[src/rtl/svm_pkg.sv]
// ----------------------------------------------------------------------------
// svm_pkg: shared types and constants for the sample voice mixer.
// Holds the action codes, the controller states and the command/status structs.
// ----------------------------------------------------------------------------
`default_nettype none
package svm_pkg;
	localparam int unsigned VOICES = 8;
	localparam int unsigned VOICE_W = 3;
	localparam int unsigned SAMPLE_BYTES = 16384;
	localparam int unsigned ADDR_W = 14;
	localparam int unsigned POS_W = 23;

	typedef enum logic [2:0] {
		ACT_TICK  = 3'd0,
		ACT_START = 3'd1,
		ACT_STOP  = 3'd2,
		ACT_STOP_ALL = 3'd3,
		ACT_WRITE = 3'd4
	} action_t;

	typedef enum logic [2:0] {
		ST_IDLE,
		ST_READ,
		ST_WAIT,
		ST_MIX,
		ST_DONE
	} state_t;

	typedef struct packed {
		logic clear_frame;
		logic do_simple;
		logic do_start;
		logic rd_issue;
		logic mix;
		logic [VOICE_W-1:0] vsel;
		logic emit;
	} cmd_t;

	typedef struct packed {
		logic [VOICE_W-1:0] free_index;
		logic any_free;
	} status_t;
endpackage
`default_nettype wire

[src/rtl/svm_ctrl.sv]
// ----------------------------------------------------------------------------
// svm_ctrl: sequencer that walks voices on a tick and issues commands.
// ----------------------------------------------------------------------------
`default_nettype none
module svm_ctrl (
	input  wire logic clk,
	input  wire logic arst_n,
	input  wire logic start,
	input  wire logic [2:0] action,
	output logic busy,
	output svm_pkg::cmd_t cmd
);
	svm_pkg::state_t state_q, state_next;
	logic [svm_pkg::VOICE_W-1:0] v_q;
	logic last;

	assign last = (v_q == svm_pkg::VOICE_W'(svm_pkg::VOICES - 1));

	always_comb begin
		state_next = state_q;
		unique case (state_q)
			svm_pkg::ST_IDLE:
				if (start)
					state_next = (action == svm_pkg::ACT_TICK) ? svm_pkg::ST_READ
						: svm_pkg::ST_DONE;
			svm_pkg::ST_READ: state_next = svm_pkg::ST_MIX;
			svm_pkg::ST_WAIT: state_next = svm_pkg::ST_MIX;
			svm_pkg::ST_MIX: state_next = last ? svm_pkg::ST_DONE : svm_pkg::ST_READ;
			svm_pkg::ST_DONE: state_next = svm_pkg::ST_IDLE;
			default: state_next = svm_pkg::ST_IDLE;
		endcase
	end

	always_comb begin
		cmd = '0;
		cmd.vsel = v_q;
		busy = (state_q != svm_pkg::ST_IDLE);
		unique case (state_q)
			svm_pkg::ST_IDLE: begin
				cmd.clear_frame = start;
				cmd.do_simple = start;
				cmd.do_start = start && (action == svm_pkg::ACT_START);
			end
			svm_pkg::ST_READ: cmd.rd_issue = 1'b1;
			svm_pkg::ST_MIX: cmd.mix = 1'b1;
			svm_pkg::ST_DONE: cmd.emit = 1'b1;
			default: ;
		endcase
	end

	always_ff @(posedge clk or negedge arst_n) begin
		if (!arst_n) begin
			state_q <= svm_pkg::ST_IDLE;
			v_q <= '0;
		end else begin
			state_q <= state_next;
			if (state_q == svm_pkg::ST_IDLE)
				v_q <= '0;
			else if (state_q == svm_pkg::ST_MIX)
				v_q <= v_q + 1'b1;
		end
	end
endmodule
`default_nettype wire

[config.mk]
export PLATFORM = sky130hd
export DESIGN_NAME = svm_ctrl
export DESIGN_NICKNAME = d
export VERILOG_FILES = /design/src/rtl/svm_pkg.sv /design/src/rtl/svm_ctrl.sv
export SDC_FILE = /design/constraint.sdc
export NUM_CORES = 1
export LEC_CHECK = 0
export ABC_AREA = 1
export ABC_CLOCK_PERIOD_IN_PS = 2800
export BUFFER_PORTS_ARGS = -buffer_cell sky130_fd_sc_hd__buf_2
export CAP_MARGIN = 20
export CORE_AREA = 2 2 39 41
export CTS_CLUSTER_DIAMETER = 150
export CTS_CLUSTER_SIZE = 14
export DETAILED_ROUTE_END_ITERATION = 16
export DIE_AREA = 0 0 41 43
export REMOVE_ABC_BUFFERS = 1
export SKIP_CTS_REPAIR_TIMING = 1
export SLEW_MARGIN = 5
export SYNTH_ARGS = -nofsm -noshare
export SYNTH_HDL_FRONTEND = slang
export SYNTH_SLANG_ARGS = --single-unit
[constraint.sdc]
create_clock -name clk -period 2.8 [get_ports clk]
set_input_delay 0.28 -clock clk [delete_from_list [all_inputs] [get_ports clk]]
set_output_delay 0.28 -clock clk [all_outputs]
set_load 0.1 [all_outputs]
; Yosys cells after proc, flatten, opt, wreduce, memory -nomap -nowiden
; Index checks and enable logic that the tools add are counted.
[word_totals]
reg_bits = 6
romBits = 0
latchBits = 0
out_inout_bits = 10
ram_bits = 0
wordCells = 26
inputBits = 6
mem_count = 0
[classes]
n_mux = 10
n_reduce_logical = 6
n_lt_le_gt_ge = 0
eq_ne = 7
shift = 0
addsub = 1
bitwise_logic = 0
div_mod_pow = 0
mul = 0
[ops]
columns = cell, count
row1 = $mux 3, 6
row2 = $pmux 3 s3, 1
row3 = $eq 3x1->1 const B, 2
row4 = $eq 3x2->1 const B, 2
row5 = $eq 3x3->1 const B, 2
row6 = $logic_not 3->1, 2
row7 = $add 3x1->3 const B, 1
row8 = $mux 1, 3
row9 = $reduce_bool 3->1, 1
row10 = $ne 2x2->1 const B, 1
row11 = $reduce_bool 2->1, 1
row12 = $reduce_or 2->1, 1
row13 = $logic_and 1x1->1, 1

; Logic depth before layout (Yosys ltp)
[depth]
depth_word = 4
mapped_depth = 7
mapped_depth_nobuf = 7

; Least setup slack after synthesis
; No wires, ideal clock.
[synth_timing]
kind = reg-to-output
start = register state_q[2]
end = output port cmd[6] (netlist name)
arrival_ns = 2.852
required_time_ns = 2.520
path_buffers = 0
path_slack_ns = -0.332
path_stages_with_launch = 5
cell_sequence = dfrtp_1 inv_2 nand2_1 nor2_1 and3_1
[synth_lines]
columns = element, line
row1 = start: declaration, svm_ctrl.sv:13  ; svm_pkg::state_t state_q, state_next;
row2 = start signal: assignment, svm_ctrl.sv:53  ; state_q <= svm_pkg::ST_IDLE;
row3 = start signal: assignment, svm_ctrl.sv:56  ; state_q <= state_next;
row4 = end: declaration, svm_ctrl.sv:11  ; output svm_pkg::cmd_t cmd

==> Flow_metrics.wiki <==
{| class="wikitable"
! Metric !! Value
|-
| Status || completed
|-
| Number of diodes added for antenna fixing || 0
|-
| Skew-Pair Late Insertion Delay || 0.24 ns
|-
| Slew at the pin closest to its max-slew limit || 0.487 ns
|-
| Overflow left after global routing || 0
|-
| Mean Syn Cell Area || 7.59 um^2
|-
| Clock transition at path regs || 0.04 ns
|-
| Number of global-route vias before repair || 256
|-
| Number of I/O port buffers || 15
|-
| Data arrival at the endpoint of the critical path || 1.53 ns
|-
| Global-route wire length before repair || 1080 um
|-
| Element type at the critical path end || output port
|-
| Total Negative Setup Slacks || 0 ns
|-
| Wire length per cell || 8.36 um
|-
| Initial detailed-routing violation count || 3
|-
| RSZ-0062 raised after global routing || false
|-
| Post-synthesis sequential element count || 6
|-
| Clock tree skew after final layout || 0.00110 ns
|-
| Commonest non-fill, non-tap cells in the layout || 15 x sky130_fd_sc_hd__buf_2, 10 x sky130_fd_sc_hd__nand2_1, 7 x sky130_fd_sc_hd__nor2_1, 6 x sky130_fd_sc_hd__inv_1, 6 x sky130_fd_sc_hd__dfrtp_1
|-
| Number of nets with antenna violations after routing || 0
|-
| Critical path origin || state_q[2]$_DFFE_PN0P_
|-
| Total iterations of the first detailed-routing run || 2
|-
| Die W || 41 um
|-
| Pin count of the biggest net entering global routing || 7
|-
| Endpoints failing setup || 0
|-
| Yosys top cell by area || sky130_fd_sc_hd__dfrtp_1
|-
| Source of the worst register-to-register timing path || v_q[0]$_DFFE_PN0P_
|-
| Overall routing resource usage || 10.5%
|-
| Routability congestion estimate || 0.725
|-
| Num CTS Buffers || 3
|-
| # Max-Cap Violations || 0
|-
| Data required time of the critical path || 2.52 ns
|-
| Highest fanout seen on the critical path || 5
|-
| Worst Setup Slack, final || 0.993 ns
|-
| HPWL after DPL || 551 um
|-
| I/O pin cnt || 16
|-
| Worst setup slack after placement || 1.25 ns
|-
| Sequential share of the synthesized area || 43.0%
|-
| Clock period minus final worst setup slack || 1.81 ns
|-
| Worst Min Path Start || start
|-
| Period utilisation layout || 64.5%
|-
| Worst setup path class || reg2out
|-
| Number of nets at the end of the flow || 74
|-
| Placed Cells incl. Taps || 76
|-
| Hold-critical path depth || 3
|-
| Area of the core region || 1380 um^2
|-
| Worst slew margin relative to its limit || 67.8%
|-
| Layout overhead on the synthesized area || 34.4%
|-
| Achievable Freq || 0.553 GHz
|-
| Area of the die || 1760 um^2
|-
| Effective utilization at floorplan || 25.2%
|-
| Proportion of netlist area held by the largest area contributor || 43.0%
|-
| Slack of the worst reg-to-reg path || 1.65 ns
|-
| Final cell count without fillers || 80
|-
| Worst hold path type || in2reg
|-
| Buffer levels on the longest clock path || 2
|-
| Final slew viol count || 0
|-
| Met1 routing resource usage after global routing || 11.3%
|-
| R2R cell count || 7
|-
| Fin Hold WS || 0.320 ns
|-
| Number of antenna violations at the first check in global routing || 0
|-
| Clock tree root buffer cell || sky130_fd_sc_hd__clkbuf_4
|-
| Met3 track utilization from global routing || 6.28%
|-
| End of the worst register-to-register path || state_q[0]$_DFFE_PN0P_
|-
| Number of fill cells in the layout || 146
|-
| Die span in y || 43 um
|-
| TritonCTS clock tree || done
|-
| Detailed Route WL || 669 um
|-
| Count of final hold-check violations || 0
|-
| Proportion of layout cells with a drive suffix above 1 || 35.9%
|-
| Clock tree sinks || 6
|-
| Deepest level of the CTS H-tree || 1
|-
| Met2 demand-to-capacity share in global routing || 12.5%
|-
| Via count || 331
|-
| Busiest metal layer after global routing || met2
|-
| End of the worst hold path || state_q[2]$_DFFE_PN0P_
|-
| DRC violations left || 0
|-
| Worst Setup Start Kind || register
|-
| Vias per inst || 4.14
|-
| Most common library cell in the layout ignoring fill and taps || sky130_fd_sc_hd__buf_2
|-
| Post-Syn Instances || 46
|-
| Post-Synthesis Cell Area || 349 um^2
|-
| Ranking of synthesized cells by area || sky130_fd_sc_hd__dfrtp_1 43%, sky130_fd_sc_hd__nand2_1 11%, sky130_fd_sc_hd__nor2_1 7.5%
|-
| Synth Warn # || 0
|-
| Number of cell rows || 14
|-
| Number of distinct library cell variants in the gate-level netlist after synthesis || 15
|}
## layer usage
layer	part of all wire (%)	routed length, um
met5	0	0
met4	5.1	34
met1	43	285
met2	39	264
met3	13	86
## Yosys cell counts
library cell,number
sky130_fd_sc_hd__ha_1,2
sky130_fd_sc_hd__nor3_1,1
sky130_fd_sc_hd__and3_1,1
sky130_fd_sc_hd__nor2_4,1
sky130_fd_sc_hd__a21oi_1,1
sky130_fd_sc_hd__buf_4,1
sky130_fd_sc_hd__inv_1,6
sky130_fd_sc_hd__nand2_1,10
sky130_fd_sc_hd__nor2_2,1
sky130_fd_sc_hd__nand2_2,2
sky130_fd_sc_hd__nor2_1,7
sky130_fd_sc_hd__o21ai_1,1
sky130_fd_sc_hd__nand3_1,5
sky130_fd_sc_hd__dfrtp_1,6
sky130_fd_sc_hd__inv_2,1
## kinds of logic after synthesis
group                      after synthesis  share of synthesized area (%)
buffers and inverters                    8                           9.68
DFF                                      6                           43.0
AOI/OAI and AO/OA                        2                           2.86
and+or+nand+nor                         28                           37.3
adders and majority gates                2                           7.17
## flip-flops by register name (all words and copies together), names as in the netlist
| signal | flops |
|---|---|
| v_q | 3 |
| state_q | 3 |
## per-stage QoR
stage                     area (um^2)  utilization, %
after floorplan                   342               -
after global placement            437            31.6
after detailed placement          437            31.6
after CTS                         459            33.2
after global routing              469            33.9
final                             469            33.9
## layout make-up
cell class	count	area, um^2	share of cell area (%)
clock buffers	3	22.5	4.80
inverters	7	26.3	5.60
flip-flops and latches	6	150	32.0
repair buffers	16	85.1	18.1
well taps	16	20.0	4.27
multi-input cells	32	165	35.2
## critical path, stage by stage, from the launching register on
cell,delay [ns]
sky130_fd_sc_hd__dfrtp_1,0.41
sky130_fd_sc_hd__inv_2,0.11
sky130_fd_sc_hd__nand2_1,0.05
sky130_fd_sc_hd__nor2_1,0.14
sky130_fd_sc_hd__and3_1,0.15
sky130_fd_sc_hd__buf_2,0.41
## worst max path at each step
stage          depth (start not counted)  slack [ns]  endpoint
2_1_floorplan                          4       -1.62    cmd[6]
3_3_place_gp                           5        1.26    cmd[6]
3_5_place_dp                           5        1.25    cmd[6]
4_1_cts                                5        0.98    cmd[6]
5_1_grt                                5        0.83    cmd[6]
6_report                               5        0.99    cmd[6]
Power is not shown: default switching activity piles up to over one toggle a cycle in this logic, so the estimate is an artifact.
